--- src/hw/rtl/mapool_pkg.sv ---
`timescale 1ns / 1ps
// Shared types and constants of the max/average pooling block.
// No dependencies; every other file of the block imports this package.
package mapool_pkg;

  localparam int SampleW       = 16;
  localparam int KernelRowsMax = 4;
  localparam int RowWidthMax   = 256;
  localparam int DimLimit      = 4096;
  localparam int QueueDepth    = 2;

  localparam int SlotW      = (KernelRowsMax > 1) ? $clog2(KernelRowsMax) : 1;
  localparam int ColW       = $clog2(RowWidthMax);
  localparam int StoreDepth = KernelRowsMax * RowWidthMax;
  localparam int AddrW      = $clog2(StoreDepth);

  // Register field widths
  localparam int DimW     = 13;
  localparam int RowW     = 12;
  localparam int ChanW    = 12;
  localparam int WidthW   = 9;
  localparam int KhW      = 3;
  localparam int KwW      = 9;
  localparam int StrideW  = 9;
  localparam int DivisorW = KhW + KwW;

  // Window sum: up to StoreDepth samples
  localparam int AccW = SampleW + AddrW + 1;

  localparam int PaddrW = 5;

  typedef enum logic [2:0] {
    RegInHeight     = 3'd0,
    RegInWidth      = 3'd1,
    RegChannelCount = 3'd2,
    RegKernelH      = 3'd3,
    RegKernelW      = 3'd4,
    RegStrideLen    = 3'd5,
    RegMaxMode      = 3'd6
  } cfg_reg_e;

  typedef enum logic [2:0] {
    BkIdle,
    BkWalk,
    BkDrain,
    BkDivide,
    BkHold
  } back_state_e;

  // Effective geometry after clamping of the configuration registers
  typedef struct packed {
    logic [DimW-1:0]     h;
    logic [WidthW-1:0]   w;
    logic [DimW-1:0]     ch;
    logic [KhW-1:0]      kh;
    logic [KwW-1:0]      kw;
    logic [StrideW-1:0]  st;
    logic [DivisorW-1:0] divisor;
    logic                max_mode;
  } geom_t;

  // One pending window: bottom-right corner and end-of-tensor flag
  typedef struct packed {
    logic [SlotW-1:0] slot;
    logic [ColW-1:0]  col;
    logic             last;
  } job_t;

  typedef struct packed {
    logic               en;
    logic [AddrW-1:0]   addr;
    logic [SampleW-1:0] data;
  } store_wr_t;

endpackage

--- src/hw/rtl/mapool_queue.sv ---
`timescale 1ns / 1ps
// Short shift queue of window requests between front and back end.
// Depends on mapool_pkg; the head always sits in entry 0.
module mapool_queue #(
  parameter int DEPTH = mapool_pkg::QueueDepth
) (
  input  logic                              clk_i,
  input  logic                              rst_ni,
  input  logic                              push_i,
  input  mapool_pkg::job_t                  job_i,
  input  logic                              pop_i,
  output mapool_pkg::job_t                  head_o,
  output logic                              empty_o,
  output logic                              full_o,
  output mapool_pkg::job_t [DEPTH-1:0]      ent_o,
  output logic [DEPTH-1:0]                  vld_o
);
  import mapool_pkg::*;

  localparam int CntW = $clog2(DEPTH + 1);

  job_t [DEPTH-1:0] ent_q, ent_d;
  logic [CntW-1:0]  cnt_q, cnt_d;
  logic [CntW-1:0]  wr_idx;

  assign wr_idx = cnt_q - CntW'(pop_i);
  assign cnt_d  = cnt_q + CntW'(push_i) - CntW'(pop_i);

  always_comb begin
    ent_d = ent_q;
    // shift toward the head on pop
    if (pop_i) begin
      for (int k = 0; k < DEPTH - 1; k++) begin
        ent_d[k] = ent_q[k + 1];
      end
    end
    for (int k = 0; k < DEPTH; k++) begin
      if (push_i && (wr_idx == CntW'(k))) begin
        ent_d[k] = job_i;
      end
    end
  end

  always_comb begin
    for (int k = 0; k < DEPTH; k++) begin
      vld_o[k] = CntW'(k) < cnt_q;
    end
  end

  assign head_o  = ent_q[0];
  assign ent_o   = ent_q;
  assign empty_o = (cnt_q == '0);
  assign full_o  = (cnt_q == CntW'(DEPTH));

  always_ff @(posedge clk_i) begin
    ent_q <= ent_d;
  end

  always_ff @(posedge clk_i or negedge rst_ni) begin
    if (!rst_ni) begin
      cnt_q <= '0;
    end else begin
      cnt_q <= cnt_d;
    end
  end

endmodule

--- config.mk ---
export PLATFORM = sky130hd
export DESIGN_NAME = mapool_queue
export DESIGN_NICKNAME = d
export VERILOG_FILES = /design/src/hw/rtl/mapool_pkg.sv /design/src/hw/rtl/mapool_queue.sv
export SDC_FILE = /design/constraint.sdc
export NUM_CORES = 1
export LEC_CHECK = 0
export BUFFER_PORTS_ARGS = -buffer_cell sky130_fd_sc_hd__buf_4
export CORE_MARGIN = 2
export CORE_UTILIZATION = 48
export DETAILED_ROUTE_END_ITERATION = 16
export PLACE_DENSITY_LB_ADDON = 0.12
export SYNTH_ARGS = -nofsm -noshare
export SYNTH_HDL_FRONTEND = slang
export SYNTH_SLANG_ARGS = --single-unit
--- constraint.sdc ---
create_clock -name clk_i -period 4.5 [get_ports clk_i]
set_clock_uncertainty 0.15 [all_clocks]
set_input_delay 1.125 -clock clk_i [delete_from_list [all_inputs] [get_ports clk_i]]
set_output_delay 1.125 -clock clk_i [all_outputs]
set_load 0.01 [all_outputs]
### After elaboration in Yosys (flattened, before gate mapping)

Index checks and enable logic that the tools add are counted.

| storage, ports and cells | value |
|---|---|
| register bits after elaboration | 24 |
| latch bits | 0 |
| bits in writable memories | 0 |
| ROM bits | 0 |
| output and inout port bits | 37 |
| memories kept | 0 |

| cells by class | value |
|---|---|
| $add $sub $neg | 3 |
| multiply operators | 0 |
| divide/modulo/power cells | 0 |
| order comparisons | 2 |
| equal/unequal tests | 2 |
| shifts and indexed selects | 0 |
| multiplexer cells | 2 |
| bitwise operators | 0 |
| reduce and logical (&&, ||, !) cells | 5 |

Operators with widths:

| cell | count |
|---|---|
| two-way mux 11 bit | 2 |
| logical NOT 2 bit | 2 |
| < comparator 1 x 2 -> 1 bit, first input constant | 2 |
| subtractor 2 x 1 -> 2 bit | 2 |
| adder 2 x 1 -> 2 bit | 1 |
| == test 2 x 1 -> 1 bit, second input constant | 1 |
| == test 2 bit, second input constant | 1 |
| logical AND 1 bit | 2 |
| nonzero test 2 bit | 1 |

### Depth between registers and ports, before layout

| depth | value |
|---|---|
| word-level depth | 4 |
| gate-level depth with buffers | 6 |

### Least setup slack after synthesis

OpenSTA, ideal clock, no wires.

| timing | value |
|---|---|
| path type | input to register |
| from | input pop_i |
| to | register ent_q (netlist bit ent_o[0]), enable pin |
| setup time | 0.318 ns |
| data arrival time | 2.166 ns |
| data required time | 4.032 ns |
| slack | 1.866 ns |
| stages on the path | 5 |
| cell sequence | ha_1 -> xnor2_1 -> and3_4 -> buf_8 -> or2_2 |

| on the way | value |
|---|---|
| longest elaborated chain between the ends | 4 |

Ends and longest elaborated chain:

| element | RTL line | text |
|---|---|---|
| from (decl) | mapool_queue.sv:11 | `input logic pop_i,` |
| subtractor 2 x 1 -> 2 bit | mapool_queue.sv:26 | `assign wr_idx = cnt_q - CntW'(pop_i);` |
| logical NOT 2 bit | mapool_queue.sv:38 | `if (push_i && (wr_idx == CntW'(k))) begin` |
| logical AND 1 bit | mapool_queue.sv:38 |  |
| nonzero test 2 bit (no source line) (*) | n/a |  |
| to (signal assigned) | mapool_queue.sv:56 | `ent_q <= ent_d;` |
| to (decl) | mapool_queue.sv:22 | `job_t [DEPTH-1:0] ent_q, ent_d;` |

Every way passes the cells marked *; elsewhere a longest branch is shown, timed or not.
A chain may end at the register's enable or synchronous reset.

### Worst setup path in the final report

Same ends and word-level chain as after synthesis.

==> impl_results.md <==
- Status: complete, no violations
- Slowest-stage cell, CP: and3_4
- Largest net degree at the start of global routing: 15
- Critical Path RT: 4.35 ns
- Design Power: 0.000872 W
- Comb pwr share: 41.3%
- Initial core utilization: 49.5%
- Final setup viols: 0
- Die span in y: 51.1 um
- DR vias: 599
- Post-Syn Instances: 60
- Final slew viol count: 0
- Clock Path Buffers: 2
- Post-Synth XOR/XNOR Area: 1.65%
- Hold WC Path Type: in -> async
- Number of synthesized register bits: 24
- Worst Setup End Kind: flop
- Part of the power in registers: 41.4%
- IO buf count: 51
- Static Leak: 0.633 nW
- Fmax: 394 MHz
- Post-synthesis compound-gate area fraction: 0%
- Setup bufs post-CTS: 0
- Die footprint: 2610 um2
- NumNets Final: 120
- Buf/Inv on CP: 1
- Initial antenna violation count: 0
- Post-CTS sizing: 0
- Worst hold margin: 0.415 ns
- Area Growth Syn to Fin: 34.4%
- DRT antenna net count: 0
- Pint: 0.000621 W
- Power per Cell Area: 610 nW/um2
- Wire length per cell: 12.9 um
- Gr usage total: 13.6%
- Worst ir drop on vdd: 0.000427 V
- HPWL after DPL: 1.33 mm
- Total grt overflow: 0
- Post-synth ARST share: 8.33%
- Mean post-synth cell area: 17.7 um2
- Global placement routability congestion: 0.665
- Slew HR: 65.3%
- Syn Nets: 77
- First-pass DRT Iterations: 4
- First-pass GRT wire length: 2.45 mm
- Clock sinks: 24
- I/O pin count: 52
- Initial DRC count: 6
- Clock Pin Slew Worst Setup and Hold Paths: 0.13 ns
- Post-synthesis sequential area ratio: 66.8%
- CP Cell Sequence: buf_4 -> ha_1 -> xnor2_1 -> and3_4 -> or2_2
- CP max stage delay: 0.37 ns
- Root Driver: clkbuf_4
- Max-cap viol count: 0
- Post-Syn Area: 1060 um2
- Hold_buf cts: 0
- Tightest Pin Transition: 0.521 ns
- Synth cell types: 13
- Num CTS Buffers: 3
- CORE AREA: 2150 um2
- Clock power share: 17.4%
- Die X: 51.1 um
- Worst skew pair latency: 0.31 ns
- CP top delay family: simple AND/OR/NAND/NOR gates
- Sw Pwr: 0.000251 W
- Critical path arrival: 2.39 ns
- DRC viols: 0
- Post-route clock period utilization: 56.4%
- Largest family of logic cells by synthesized area: multiplexers
- Top_reg_cell synth: edfxtp_1
- Setup TNS: 0 ns
- Ys Warns: 0
- Routed vias/inst: 4.61
- Adder-cell share of the synthesized area: 2.35%
- Post-synthesis mux area share: 14.8%
- Final wirelength: 1.68 mm
- Post-synth EDFFs: 22
- Kind of critical path: in -> reg
- Sw Share: 28.7%
- Fraction of layout cells with a size suffix above 1: 67.6%
- Hold violation total from the final report: 0
- Critical-path maximum fanout: 12
- CTS H-tree depth: 1
- Startpoint types: input pin
- RSZ-0062 raised after global routing: false
- Vias in the first global route: 584
- Post-layout min period: 2.54 ns
- Num rows: 17
- Simple-gate portion of the synthesized area: 3.41%
- Antenna cell count: 0
- CTS tree: done
## state kept, by name, summed over array words and instances, names as in the netlist
signal,flops
cnt_q,2
ent_o,22
## Yosys cell counts, types with 2 or more instances
| cell | n | area (um2) |
|---|---|---|
| edfxtp_1 | 22 | 661 |
| buf_4 | 12 | 90.1 |
| mux2_4 | 9 | 135 |
| inv_1 | 3 | 11.3 |
| dfrtp_1 | 2 | 50.1 |
| ha_1 | 2 | 25.0 |
| mux2_2 | 2 | 22.5 |
| or2_2 | 2 | 12.5 |
| xnor2_1 | 2 | 17.5 |
## layer usage
metal	track usage (%)	vias up	part of all wire, %
li1	-	286	-
met1	15.2	286	40
met2	23.2	25	52
met3	2.63	2	6.9
met4	9.46	0	1.0
met5	0	-	0
## layout by cell type, fill, tap and decap left out
master / instances
buf_4: 51
edfxtp_1: 22
mux2_4: 9
inv_1: 3
clkbuf_4: 3
xnor2_1: 2
or2_2: 2
mux2_2: 2
ha_1: 2
dfrtp_1: 2
and3_4: 1
nor2b_1: 1
and3_1: 1
bufinv_16: 1
## area by class of cell
class / count / area, um2
Sequential cell: 24 / 711
Multi-Input combinational cell: 20 / 236
Tap cell: 28 / 35.0
Inverter: 3 / 11.3
Clock inverter: 1 / 30.0
Fill cell: 162 / 719
Clock buffer: 3 / 22.5
Timing Repair Buffer: 51 / 383
## power groups by stage
stage	clock [W]	combinational, W	sequential [W]
6_report	0.000152	0.000360	0.000361
5_1_grt	0.000163	0.000386	0.000369
4_1_cts	0.000154	0.000366	0.000363
3_5_place_dp	0	0.000366	0.000368
3_3_place_gp	0	0.000359	0.000366
2_1_floorplan	0	0.000218	0.000388
## worst paths after layout
| path | from | endpoint | slack, ns | cells after the start |
|---|---|---|---|---|
| worst max-delay path | pop_i | ent_o[0]$_DFFE_PP_ | 1.96 | 5 |
| worst min-delay path | rst_ni | cnt_q[1]$_DFF_PN0_ | 0.41 | 1 |
| worst max register to register | cnt_q[0]$_DFF_PN0_ | ent_o[0]$_DFFE_PP_ | 2.47 | 5 |
| worst min register to register | ent_o[21]$_DFFE_PP_ | ent_o[10]$_DFFE_PP_ | 0.45 | 1 |
| max in group asynchronous | rst_ni | cnt_q[0]$_DFF_PN0_ | 3.70 | 1 |
| min in group clk_i | ent_o[21]$_DFFE_PP_ | ent_o[10]$_DFFE_PP_ | 0.45 | 1 |
## cell families after synthesis
logic type    count (synthesis)
buf+inv                      16
mux                          11
flops                        24
xor+xnor                      2
simple gates                  5
fa+ha+maj                     2
## per-stage QoR
step | worst slack [ns] | area (um2) | instances | utilization (%)
6_report | 1.96 | 1430 | 130 | 66.5
5_1_grt | 1.92 | 1430 | 130 | 66.5
4_1_cts | 1.96 | 1430 | 130 | 66.5
3_5_place_dp | 1.61 | 1380 | 126 | 64.1
3_3_place_gp | 1.67 | 1380 | 126 | 64.1
2_1_floorplan | 1.87 | 1060 | 60 | -
Power figures use the tool's default switching activity.
