==> src/hw/rtl/mapool_pkg.sv <==
`timescale 1ns / 1ps
// Shared types and constants of the max/average pooling block.
// No dependencies; every other file of the block imports this package.
package mapool_pkg;

  localparam int SampleW       = 16;
  localparam int KernelRowsMax = 4;
  localparam int RowWidthMax   = 256;
  localparam int DimLimit      = 4096;
  localparam int QueueDepth    = 2;

  localparam int SlotW      = (KernelRowsMax > 1) ? $clog2(KernelRowsMax) : 1;
  localparam int ColW       = $clog2(RowWidthMax);
  localparam int StoreDepth = KernelRowsMax * RowWidthMax;
  localparam int AddrW      = $clog2(StoreDepth);

  // Register field widths
  localparam int DimW     = 13;
  localparam int RowW     = 12;
  localparam int ChanW    = 12;
  localparam int WidthW   = 9;
  localparam int KhW      = 3;
  localparam int KwW      = 9;
  localparam int StrideW  = 9;
  localparam int DivisorW = KhW + KwW;

  // Window sum: up to StoreDepth samples
  localparam int AccW = SampleW + AddrW + 1;

  localparam int PaddrW = 5;

  typedef enum logic [2:0] {
    RegInHeight     = 3'd0,
    RegInWidth      = 3'd1,
    RegChannelCount = 3'd2,
    RegKernelH      = 3'd3,
    RegKernelW      = 3'd4,
    RegStrideLen    = 3'd5,
    RegMaxMode      = 3'd6
  } cfg_reg_e;

  typedef enum logic [2:0] {
    BkIdle,
    BkWalk,
    BkDrain,
    BkDivide,
    BkHold
  } back_state_e;

  // Effective geometry after clamping of the configuration registers
  typedef struct packed {
    logic [DimW-1:0]     h;
    logic [WidthW-1:0]   w;
    logic [DimW-1:0]     ch;
    logic [KhW-1:0]      kh;
    logic [KwW-1:0]      kw;
    logic [StrideW-1:0]  st;
    logic [DivisorW-1:0] divisor;
    logic                max_mode;
  } geom_t;

  // One pending window: bottom-right corner and end-of-tensor flag
  typedef struct packed {
    logic [SlotW-1:0] slot;
    logic [ColW-1:0]  col;
    logic             last;
  } job_t;

  typedef struct packed {
    logic               en;
    logic [AddrW-1:0]   addr;
    logic [SampleW-1:0] data;
  } store_wr_t;

endpackage

==> src/hw/rtl/mapool_front.sv <==
`timescale 1ns / 1ps
// Front end: accepts samples, tracks the raster position, writes the line store
// and queues a request for every completed window. Depends on mapool_pkg.
module mapool_front #(
  parameter int QUEUE_DEPTH = mapool_pkg::QueueDepth
) (
  input  logic                                    clk_i,
  input  logic                                    rst_ni,
  input  mapool_pkg::geom_t                       geom_i,
  input  logic                                    restart_i,
  input  logic [mapool_pkg::SampleW-1:0]          sample_i,
  input  logic                                    sample_valid_i,
  output logic                                    sample_stall_o,
  output mapool_pkg::store_wr_t                   wr_o,
  output mapool_pkg::job_t                        job_o,
  output logic                                    push_o,
  input  logic                                    full_i,
  input  mapool_pkg::job_t [QUEUE_DEPTH-1:0]      pend_i,
  input  logic [QUEUE_DEPTH-1:0]                  pend_vld_i
);
  import mapool_pkg::*;

  localparam int GapW = SlotW + 1;
  localparam int CmpW = KhW + GapW;
  localparam int CW   = KwW + 1;
  localparam int RW   = DimW;
  localparam int SW   = StrideW + 1;

  logic [RowW-1:0]    row_q, row_d;
  logic [ColW-1:0]    col_q, col_d;
  logic [ChanW-1:0]   chan_q, chan_d;
  logic [SlotW-1:0]   slot_q, slot_d;
  logic [StrideW-1:0] rph_q, rph_d;
  logic [StrideW-1:0] cph_q, cph_d;

  logic [RW-1:0]      row_inc;
  logic [CW-1:0]      col_inc;
  logic [RW-1:0]      chan_inc;
  logic               accept;
  logic               win;
  logic               last;
  logic               hazard;
  logic [GapW-1:0]    slot_gap [QUEUE_DEPTH];
  logic [QUEUE_DEPTH-1:0] hit;

  assign row_inc  = RW'(row_q) + RW'(1);
  assign col_inc  = CW'(col_q) + CW'(1);
  assign chan_inc = RW'(chan_q) + RW'(1);

  // Hold off a write that would land inside a window still waiting to be read
  always_comb begin
    for (int k = 0; k < QUEUE_DEPTH; k++) begin
      if (pend_i[k].slot >= slot_q) begin
        slot_gap[k] = GapW'(pend_i[k].slot) - GapW'(slot_q);
      end else begin
        slot_gap[k] = GapW'(pend_i[k].slot) + GapW'(KernelRowsMax) - GapW'(slot_q);
      end
      hit[k] = pend_vld_i[k] &&
               (CmpW'(slot_gap[k]) < CmpW'(geom_i.kh)) &&
               (col_q <= pend_i[k].col) &&
               (CW'(col_q) + CW'(geom_i.kw) > CW'(pend_i[k].col));
    end
  end

  assign hazard         = |hit;
  assign sample_stall_o = full_i | hazard;
  assign accept         = sample_valid_i & ~sample_stall_o;

  assign win  = (row_inc >= RW'(geom_i.kh)) && (col_inc >= CW'(geom_i.kw)) &&
                (rph_q == '0) && (cph_q == '0);
  assign last = (chan_inc == geom_i.ch) &&
                (RW'(row_q) + RW'(geom_i.st) >= geom_i.h) &&
                (CW'(col_q) + CW'(geom_i.st) >= CW'(geom_i.w));

  assign wr_o.en   = accept;
  assign wr_o.addr = AddrW'(slot_q) * AddrW'(RowWidthMax) + AddrW'(col_q);
  assign wr_o.data = sample_i;

  assign job_o.slot = slot_q;
  assign job_o.col  = col_q;
  assign job_o.last = last;
  assign push_o     = accept & win;

  // Advance the raster position and the stride phases
  always_comb begin
    row_d  = row_q;
    col_d  = col_q;
    chan_d = chan_q;
    slot_d = slot_q;
    rph_d  = rph_q;
    cph_d  = cph_q;
    if (restart_i) begin
      row_d  = '0;
      col_d  = '0;
      chan_d = '0;
      slot_d = '0;
      rph_d  = '0;
      cph_d  = '0;
    end else if (accept) begin
      if (col_inc >= CW'(geom_i.w)) begin
        col_d = '0;
        cph_d = '0;
        if (row_inc >= geom_i.h) begin
          row_d  = '0;
          slot_d = '0;
          rph_d  = '0;
          chan_d = (chan_inc >= geom_i.ch) ? '0 : chan_inc[ChanW-1:0];
        end else begin
          row_d  = row_inc[RowW-1:0];
          slot_d = (slot_q == SlotW'(KernelRowsMax - 1)) ? '0 : slot_q + 1'b1;
          if (row_inc + RW'(1) <= RW'(geom_i.kh)) begin
            rph_d = '0;
          end else begin
            rph_d = (SW'(rph_q) + SW'(1) == SW'(geom_i.st)) ? '0 : rph_q + 1'b1;
          end
        end
      end else begin
        col_d = col_inc[ColW-1:0];
        if (col_inc + CW'(1) <= CW'(geom_i.kw)) begin
          cph_d = '0;
        end else begin
          cph_d = (SW'(cph_q) + SW'(1) == SW'(geom_i.st)) ? '0 : cph_q + 1'b1;
        end
      end
    end
  end

  always_ff @(posedge clk_i or negedge rst_ni) begin
    if (!rst_ni) begin
      row_q  <= '0;
      col_q  <= '0;
      chan_q <= '0;
      slot_q <= '0;
      rph_q  <= '0;
      cph_q  <= '0;
    end else begin
      row_q  <= row_d;
      col_q  <= col_d;
      chan_q <= chan_d;
      slot_q <= slot_d;
      rph_q  <= rph_d;
      cph_q  <= cph_d;
    end
  end

endmodule

==> config.mk <==
export PLATFORM = sky130hd
export DESIGN_NAME = mapool_front
export DESIGN_NICKNAME = d
export VERILOG_FILES = /design/src/hw/rtl/mapool_pkg.sv /design/src/hw/rtl/mapool_front.sv
export SDC_FILE = /design/constraint.sdc
export NUM_CORES = 1
export LEC_CHECK = 0
export BUFFER_PORTS_ARGS = -buffer_cell sky130_fd_sc_hd__buf_2
export CORE_MARGIN = 4
export CORE_UTILIZATION = 28
export CTS_CLUSTER_SIZE = 20
export DETAILED_ROUTE_END_ITERATION = 8
export HOLD_SLACK_MARGIN = 0.15
export REMOVE_ABC_BUFFERS = 1
export SLEW_MARGIN = 5
export SYNTH_ARGS = -nofsm -noshare
export SYNTH_HDL_FRONTEND = slang
export SYNTH_SLANG_ARGS = --single-unit
==> constraint.sdc <==
create_clock -name clk_i -period 3.8 [get_ports clk_i]
set_clock_uncertainty 0.05 [all_clocks]
set_input_delay 0.19 -clock clk_i [delete_from_list [all_inputs] [get_ports clk_i]]
set_output_delay 0.19 -clock clk_i [all_outputs]
set_load 0.01 [all_outputs]
# After elaboration in Yosys (flattened, before gate mapping)
# Cells that the tools add are included.
# word_totals
ff_bits	52
latch_bits	0
ram_bits	0
romBits	0
in_bits	114
output_inout_bits	40
word_cells	100
mem_count	0
# op_classes
n_addsub	20
n_mul	0
div_mod_pow	0
magnitude_cmp	17
eq_ne	4
shift	0
muxes	30
bitwise_logic	4
reduce_logical	19
# op_table
operator	count
$mux 12	9
$mux 9	11
$ge 13x13->1	3
$add 9x1->10 const B	3
$add 12x1->13 const B	2
$mux 8	3
$add 8x9->10	2
$eq 10x9->1	2
$gt 10x8->1	2
$add 9x1->9 const B	2
$ge 9x9->1	2
$logic_not 9->1	2
$le 8x8->1	2
$add 12x9->13	1
$add 13x1->13 const B	1
$eq 13x13->1	1
$ge 13x3->1	1
$le 13x3->1	1
$logic_and 1x1->1	11
$add 10x8->10	1
$ge 10x9->1	1
$le 10x9->1	1
$mux 2	5
$add 8x1->9 const B	1
15 further kinds	24

# Longest topological paths before layout
# Gate-level depths: netlist of the first run.
# logic_depth
depth_word	13
ltp_mapped	18
mapped_depth_nobuf	16

# Worst setup path before layout of the first run
# No wires, ideal clock.
# synth_timing
kind	reg2reg
from	register col_q[0]
to	register chan_q[0]
setup_ps	127
t_arrival_ps	3801
required_ps	3623
slack_ps	-179
path_stages_with_launch	18
n_path_buf	1
period_less_slack_ps	3979
path_cell_list	dfrtp_1 ha_1 inv_1 fa_1 nor2b_1 o21a_1 a311o_2 xor2_1 ha_1 o21a_1 o2bb2ai_1 a41o_1 nand2_1 o311a_1 nor4_2 nand2_1 buf_6 mux2_1
# synth_between
elab_chain_len	9
elab_cells_between_ends	18
cone_classes	add/sub: 2; order compare: 5; bitwise: 3; reduce/logical: 8
# synth_rtl
element	line_no	text
from (decl)	mapool_front.sv:30	logic [ColW-1:0] col_q, col_d;
from (signal assigned)	mapool_front.sv:138	col_q <= col_d;
$add 8x9->10 / $le 8x8->1 (equally long branches)	mapool_front.sv:61, mapool_front.sv:60	
$gt 10x8->1 / $logic_and 1x1->1 (equally long branches)	mapool_front.sv:61, mapool_front.sv:59	
$logic_and 1x1->1	mapool_front.sv:60	(col_q <= pend_i[k].col) &&
$reduce_or 2->1	mapool_front.sv:65	assign hazard = |hit;
$or 1x1->1	mapool_front.sv:66	assign sample_stall_o = full_i | hazard;
$not 1->1	mapool_front.sv:67	assign accept = sample_valid_i & ~sample_stall_o;
$and 1x1->1	mapool_front.sv:67	
$reduce_bool 2->1 (no line)	--	
$reduce_and 3->1 (no line) *	--	
to (signal assigned)	mapool_front.sv:139	chan_q <= chan_d;
to (decl)	mapool_front.sv:31	logic [ChanW-1:0] chan_q, chan_d;
# Every way passes the cells marked *; elsewhere a longest branch is shown, timed or not.
# A chain may end at the register's enable or synchronous reset.

# Worst setup path after layout of the first run
# layout_timing
from	register col_q[0]
to	output port push_o
# layout_between
elab_chain_len	8
elab_cells_between_ends	19
cone_classes	add/sub: 2; order compare: 5; bitwise: 4; reduce/logical: 8
# layout_rtl
element	line_no	text
$add 8x9->10 / $le 8x8->1 (equally long branches)	mapool_front.sv:61, mapool_front.sv:60	
$gt 10x8->1 / $logic_and 1x1->1 (equally long branches)	mapool_front.sv:61, mapool_front.sv:59	
$logic_and 1x1->1	mapool_front.sv:60	
$reduce_or 2->1	mapool_front.sv:65	
$or 1x1->1	mapool_front.sv:66	
$not 1->1	mapool_front.sv:67	
$and 1x1->1	mapool_front.sv:67	
$and 1x1->1 *	mapool_front.sv:82	assign push_o = accept & win;
to (decl)	mapool_front.sv:16	output logic push_o,
# Marks and branches as above.

==> results.txt, run 1 <==
After global routing, the most crowded layer is met2. Power spread over the standard cell area amounts to 298 mW/mm². The remaining number of nets flagged by the antenna check after routing came out at 0. The number of input and output port buffers inserted came out at 106. The highest clock rate is 252 MHz. Global routing used 14.8% of the available tracks.

The routed wire length came out at 24900 µm. The maximum net fanout on the critical path is 2. No sink is reached through more buffers than the 2 on the longest clock path. The number of antenna violations at the first check in global routing is 0.

The required time at the endpoint of the critical path is 3560 ps. The placer congestion estimate came out at 0.854. The worst setup path is of the flop to output port kind. The async set or reset register ratio after synthesis is 100%. The DRC violation count after routing is 0. The count of vias placed by the detailed router came out at 7701.

The y dimension of the die is 179 µm. The number of nets in the finished design is 1414. Setup repair after global routing could not meet its margin everywhere.

The transition time at the pin with the least slew margin is 736 ps. The count of max-cap constraint violations came out at 0. The HPWL reported at the end of detailed placement came out at 19700 µm. On the critical path, the stage with the largest delay is an instance of a311o_2. The number of enable flip-flop cells after synthesis is 0. The region available for standard cell placement spans 0.0287 mm². The max-slew violation count is 0. The total CTS buffers is 5.

Entering global routing, the biggest net connects 53 pins. The flow ran to the end, but the final reports show violations. The average cell area after synthesis came out at 8.16 µm². The synthesized design spends more area on one cell type than any other, namely ha_1. The data arrival time of the worst path came out at 3720 ps. For this run, the leading register cell type out of synthesis is dfrtp_1. The kind of start point of the critical path is a flop.

On the worst path, the slowest cell contributes a delay of 440 ps. The detailed router's first-iteration violation count is 513. The category of the worst setup path capture point is an output port. The worst IR drop on VDD is 0.000191 V.

The area of combinational cells with multiple inputs came out at 0.00660 mm². The count of inserted antenna diode cells is 0. The average via count per standard cell is 5.05. For this design the static power due to leakage is 5.20 nW. The most numerous cell type found on the critical path is inv_2. Summing all non-filler instances in the final layout gives an area of 0.0103 mm².

The routed design could run at a clock period as short as 3960 ps. For this run the aggregate overflow at the end of global routing stands at 0. The area growth from synthesis to layout is 26.8%.

The fraction of post-synthesis cell area in the top cell type by area is 23.8%. Synthesis inferred 52 register bits. In the post-synthesis netlist, the biggest area contributors are ha_1 (24%), dfrtp_1 (16%), inv_1 (5.3%).

The count of boundary I/O pins came out at 154. After synthesis, the most frequently instantiated cells are ha_1 (155), inv_1 (115), nand2_1 (64). Summing all flip-flop and latch instances after layout gives 0.00130 mm². The number of rows created at floorplan is 62. The register clock-pin slew on the reported worst setup and hold paths came out at 80 ps.

The post-route netlist has 27.3% of its cells at a drive strength greater than 1. The distinct cell type count of the synthesized netlist came out at 77. The clock sink count came out at 52. The clock reaches the later pin of the worst-skew pair after 300 ps. The checks that failed: setup timing. For this run, global-route usage on met2 was measured as 24.9%.

Once the floorplan was initialized, standard cells occupied 28.4% of the core. The instance area at placement is 0.00929 mm². The critical path goes through ha_2, inv_2, fa_2, nor2b_2, o21a_1, a311o_2, xor2_4, ha_4, and4_1, o2bb2ai_2, a41o_1, nand2_2, o31a_1, nor3b_2, inv_2, a211oi_2, buf_4, buf_6.

The setup-violating endpoint count in the final report is 40. The most common cell in the synthesized netlist is ha_1. The first-pass GRT wire length came out at 38400 µm. The post-route fraction of the period consumed by the critical path is 104%.

The synthesized instance count is 998. In this run the horizontal extent of the chip is 179 µm. The relative slew slack is 50.9%. The layout filler cell count came out at 2972. The share of the yosys chip area belonging to registers is 16.0%. The met3 routing resource usage after global routing is 2.65%. The min-delay analysis places its worst path in the category input pin to output port. The worst setup slack after layout came out at -164 ps. The via count of the first global-routing pass is 7435. The number of H-tree levels came out at 2. The full die area is 0.0319 mm².

The worst setup slack after placement is -279 ps. The met1 track demand over resource in global routing is 20.7%. In this run the clock root is driven by a clkbuf_16. The detail-routed net length per standard cell is 16.3 µm. The synthesized netlist occupies a cell area of 0.00815 mm². During synthesis, Yosys emitted a total of 0 warnings.

The detailed-routing iteration count for the pre-antenna-repair pass is 5. TritonCTS built the clock tree. The number of hold violations in the final report came to 0.
-- layer usage --
metal  wire length (µm)  up-vias
li1                   -     3851
met1              11800     3637
met2              11600      198
met3               1330       15
met4                180        0
met5                  0        -
-- cells in the final DEF (no fill, tap or decap), types with 8 or more instances in the layout --
cell / n
a21o_1: 23
a21oi_1: 38
a21oi_2: 11
and3_1: 17
buf_2: 104
buf_4: 61
buf_6: 9
clkbuf_16: 10
dfrtp_1: 51
ha_1: 148
inv_1: 113
mux2_4: 12
nand2_1: 54
nand2b_1: 11
nand3_1: 25
nand4_1: 16
nor2_1: 44
nor2b_1: 25
nor3_1: 16
nor4_1: 13
o21a_1: 17
o21ai_0: 34
o21ai_1: 10
o21ai_2: 13
o32ai_1: 8
xnor2_1: 43
xor2_1: 30
-- cells by family after synthesis --
family / after synthesis / synth area share [%]
simple gates: 276 / 18.1
compound gates: 241 / 19.9
buf+inv: 167 / 9.38
fa+ha+maj: 160 / 25.0
xor+xnor: 77 / 8.28
flops: 52 / 16.0
mux: 25 / 3.35
-- final timing paths --
path / slack (ps) / start / cells past startpoint / endpoint
max: -160 / col_q[0]$_DFFE_PN0P_ / 18 / push_o
min: 330 / sample_i[10] / 0 / wr_o[10]
max reg2reg: -160 / col_q[0]$_DFFE_PN0P_ / 17 / rph_q[2]$_DFFE_PN0P_
min reg2reg: 510 / chan_q[11]$_DFFE_PN0P_ / 1 / chan_q[11]$_DFFE_PN0P_
max in group asynchronous: 2650 / rst_ni / 3 / row_q[1]$_DFFE_PN0P_
min in group asynchronous: 500 / rst_ni / 3 / chan_q[5]$_DFFE_PN0P_
-- report_power, final --
part | switching [W] | internal, W | leakage, nW | total [W]
Sequential | 0.000123 | 0.000622 | 0.716 | 0.000745
Combinational | 0.000947 | 0.000837 | 4.40 | 0.00178
Clock | 0.000231 | 0.000314 | 0.0804 | 0.000545
Total | 0.00130 | 0.00177 | 5.20 | 0.00307
-- flip-flops by register name, indices dropped and copies added, names as in the netlist --
| name | count |
|---|---|
| chan_q | 12 |
| col_q | 8 |
| cph_q | 9 |
| row_q | 12 |
| rph_q | 9 |
| slot_q | 2 |
-- what timing repair did --
| item | CTS | global route |
|---|---|---|
| buffers inserted | 7 | 9 |
| resized for setup | 32 | 112 |
| endpoints found under the setup margin | 54 | 56 |
| cloned | 0 | 6 |
| hold buffers | 1 | 0 |
| pin swaps | 19 | 53 |
| hold endpoints to repair | 52 | 0 |
-- metrics by stage --
stage / hold WS, ps / power [W] / setup TNS (ps) / instances / util, %
3_3_place_gp: 330 / 0.00224 / -5130 / 1495 / 32.4
2_1_floorplan: -156 / 0.00174 / -48410 / 946 / -
4_1_cts: 330 / 0.00291 / -1580 / 1511 / 33.7
6_report: 330 / 0.00307 / -3080 / 1525 / 36.0
5_1_grt: 330 / 0.00334 / -9870 / 1525 / 36.0
3_5_place_dp: 330 / 0.00228 / -8290 / 1495 / 32.4
-- worst max-delay path: cells and delay by family (launching register included) --
| family | cells | cell delay (ps) |
|---|---|---|
| AOI/OAI and AO/OA | 6 | 1250 |
| xor gates and xnor gates | 1 | 180 |
| adders and majority gates | 3 | 660 |
| buffers and inverters | 4 | 350 |
| DFF | 1 | 390 |
| and+or+nand+nor | 4 | 580 |
-- layout make-up --
| cell class | count | share of cell area, % |
|---|---|---|
| clock inverter | 3 | 0.448 |
| multi-input combinational | 779 | 63.9 |
| inverter | 115 | 4.18 |
| sequential | 52 | 12.6 |
| clock buffer | 5 | 1.21 |
| tap | 384 | 4.65 |
| timing repair buffer | 187 | 13.0 |
(Power assumes the default switching activity.)
==> inputs of run 2 (changes only) <==
--- a/config.mk
+++ b/config.mk
@@ -7,11 +7,13 @@
 export LEC_CHECK = 0
 export BUFFER_PORTS_ARGS = -buffer_cell sky130_fd_sc_hd__buf_2
 export CORE_MARGIN = 4
-export CORE_UTILIZATION = 28
+export CORE_UTILIZATION = 45
 export CTS_CLUSTER_SIZE = 20
 export DETAILED_ROUTE_END_ITERATION = 8
 export HOLD_SLACK_MARGIN = 0.15
+export PLACE_DENSITY = 0.7
 export REMOVE_ABC_BUFFERS = 1
+export SKIP_LAST_GASP = 1
 export SLEW_MARGIN = 5
 export SYNTH_ARGS = -nofsm -noshare
 export SYNTH_HDL_FRONTEND = slang
==> run 2 against run 1 <==
Compared with the run above:
- the flow still finishes with violations (setup timing)
- die area fell by 36%
- sequential share of layout area rose by 0.60 points
- first-iteration DRC count rose by 12%
- clock-buffer cell count did not move
- power fell by 2.6%
- largest cell class unchanged
==> results.txt, run 2 (same netlist as run 1, synthesis figures left out) <==
The final cell count without fillers is 1363 (-11%). The relative slew slack came to 32.8% (-18 points). Walking the worst path, the cells encountered are buf_6, ha_4, a21oi_4, o211ai_1, o211ai_1, nand2_1, a21oi_2, xnor2_2, ha_1, buf_4, nand4_1, nor2_1, a21oi_1, o21ai_1, buf_4, a311oi_4, nor3b_2, buf_4, inv_1, a211oi_2, buf_4, buf_2. STA classifies the critical path endpoint as an output port. The later-pin clock latency in the skew report came to 310 ps (about the same). The share of layout cells above drive strength 1 came out at 24.7% (-2.6 points). The total power per unit cell area is 304 mW/mm² (+2.0%). The post-route minimum period is 3980 ps (+14.9 ps). The detailed-routing iteration count for the pre-antenna-repair pass is 5 (unchanged).

The number of nets in the finished design is 1411 (-0.21%). The via count of the first global-routing pass came to 7249 (-2.5%). The number of hold violations in the final report is 0 (unchanged). The first-pass GRT wire length is 35900 µm (-6.5%).

The number of cells after detailed placement is 1339 (-10%). The synthesis-to-finish area growth is 21.0%. The die width is 143 µm (-20%). The register clock-pin slew on the reported worst setup and hold paths came to 70 ps (about the same). The total CTS buffers came out at 5 (unchanged). The clock sink count is 52 (unchanged). The HPWL reported at the end of detailed placement is 18200 µm (-7.6%). The number of antenna violations at the first check in global routing came to 0 (unchanged). The count of boundary I/O pins came out at 154 (unchanged). The final cell area excluding filler cells was 0.00986 mm² (-4.5%). Leaving out fill and tap cells, the most frequent cells in the layout are ha_1 (151), inv_1 (114), buf_2 (106), buf_4 (63), nand2_1 (55). The placer congestion estimate was 0.919 (+7.5%). The maximum number of pins on one net before global-route repair is 40 (-25%).

The instance area at placement is 0.00911 mm² (-1.9%). The setup-violating endpoint count in the final report is 18 (-55%). The remaining number of nets flagged by the antenna check after routing is 0 (unchanged). The overall track demand over capacity in global routing came out at 21.7% (+6.8 points). The leakage dissipation came out at 5.13 nW (-1.4%).

The core area is 0.0175 mm² (-39%). The number of rows created at floorplan came to 48 (-23%). The kind of path behind the tightest hold check is input pin to output port. The hold slack is 330 ps (-0.0190 ps).

The post-route fraction of the period consumed by the critical path is 105% (+0.39 points). The count of inserted antenna diode cells is 0 (unchanged). The total negative slack is -529 ps (+2550 ps). The required time at the endpoint of the critical path came to 3560 ps (about the same).

The detailed router's first-iteration violation count came out at 577 (+12%). The transition time at the pin with the least slew margin is 1010 ps (+273 ps). The max-slew violation count is 0 (unchanged). The maximum net fanout on the critical path is 4 (+2).

The number of input and output port buffers inserted came to 106 (unchanged). The DRC violation count after routing came to 0 (unchanged). TritonCTS built the clock tree. The routed wire length is 23600 µm (-5.3%). The starting density of the core is 46.5% (+18 points). In the final layout, the registers with the most flip-flops are chan_q: 12 flops, row_q: 12 flops. The stage delay of the slowest cell on the critical path is 420 ps (-20 ps). The cell that appears most often on the critical path is buf_4. The overall overflow remaining after global route was 0 (unchanged). The data arrival time of the worst path was 3740 ps (+20 ps). The average via count per standard cell is 5.70 (+13%). The root buffer cell chosen for the clock tree is clkbuf_16. The overall power consumption came out at 0.00299 W (-2.6%). Among all stages on the critical path, the largest delay is contributed by dfrtp_1. The flow ran to the end, but the final reports show violations. The checks that failed: setup timing. The detail-routed net length per standard cell is 17.3 µm (+5.9%). The number of H-tree levels came out at 2 (unchanged). The layout filler cell count is 1609 (-46%). The count of vias placed by the detailed router came out at 7772 (+0.92%). The worst setup slack after layout came out at -179 ps (-14.9 ps).

The count of max-cap constraint violations came out at 0 (unchanged). The library cell used most frequently in the layout, excluding fill and tap cells, is ha_1. The full die area came out at 0.0203 mm² (-36%).

The kind of critical path is flop to output port. The maximum buffer depth of the clock tree came to 2 (unchanged). STA classifies the critical path startpoint as a flop.

The y dimension of the die came out at 143 µm (-20%). The worst IR drop on VDD is 0.000219 V (+15%). The highest clock rate came out at 251 MHz (-0.37%).

Setup repair after global routing could not meet its margin everywhere.
run 2: cell count changes in the layout (fill, tap and decap cells not counted), moves of 3 or more:
cell,change
a21oi_2,-3
buf_8,-3
ha_1,+3
ha_4,-3
mux2_2,+3
mux2_4,-3
o21ai_0,+7
o21ai_2,-7
o2bb2ai_1,+6
o2bb2ai_2,-6
run 2: worst max-delay path, delay by kind of cell (launching register included):
kind,cells,cell delay [ps]
AO/OA/AOI/OAI,8,1120
XOR/XNOR,1,150
adder cells (fa/ha/maj),2,500
buffers and inverters,7,940
flip-flops,1,420
AND/OR/NAND/NOR,4,310
run 2: per-stage QoR:
stage	worst slack, ps	util (%)
global placement	-89.7	52.0
finish	-179	56.2
CTS	-114	53.5
global route	-391	56.2
detailed placement	-123	52.0
floorplan	-1680	-
run 2: cell type report:
cell class	count	area, µm²	share of cell area, %
clock buffer	5	125	1.27
sequential	52	1300	13.2
tap	225	282	2.86
clock inverter	3	42.5	0.431
inverter	115	432	4.38
timing repair buffer	184	1240	12.6
multi-input combinational	779	6430	65.2
run 2: metal layers:
metal / share of wire, % / GRT usage [%] / vias up
li1: - / - / 3828
met1: 44 / 29.3 / 3674
met2: 48 / 36.4 / 236
met3: 6.5 / 3.86 / 34
met4: 1.5 / 4.60 / 0
met5: 0 / 0 / -
run 2: path summary, 6_finish.rpt:
path,start,endpoint,slack (ps),depth (start not counted)
max,col_q[1]$_DFFE_PN0P_,push_o,-180,22
min,sample_i[9],wr_o[9],330,0
max reg2reg,col_q[1]$_DFFE_PN0P_,rph_q[2]$_DFFE_PN0P_,-50,18
min reg2reg,cph_q[1]$_DFFE_PN0P_,cph_q[1]$_DFFE_PN0P_,510,2
max in group asynchronous,rst_ni,col_q[2]$_DFFE_PN0P_,2370,3
min in group asynchronous,rst_ni,rph_q[6]$_DFFE_PN0P_,520,2
run 2: power breakdown:
part	switching [W]	total [W]	internal, W
clock	0.000242	0.000553	0.000311
combinational	0.000924	0.00171	0.000781
sequential	0.000114	0.000737	0.000622
total	0.00128	0.00299	0.00171
run 2: what timing repair did:
item | 4_1_cts | 5_1_grt
hold buffers | 1 | 0
pin swaps | 8 | 35
endpoints found under the setup margin | 45 | 56
gates cloned | 0 | 7
resized for setup | 18 | 78
hold endpoints to repair | 38 | 0
buffers inserted | 2 | 7
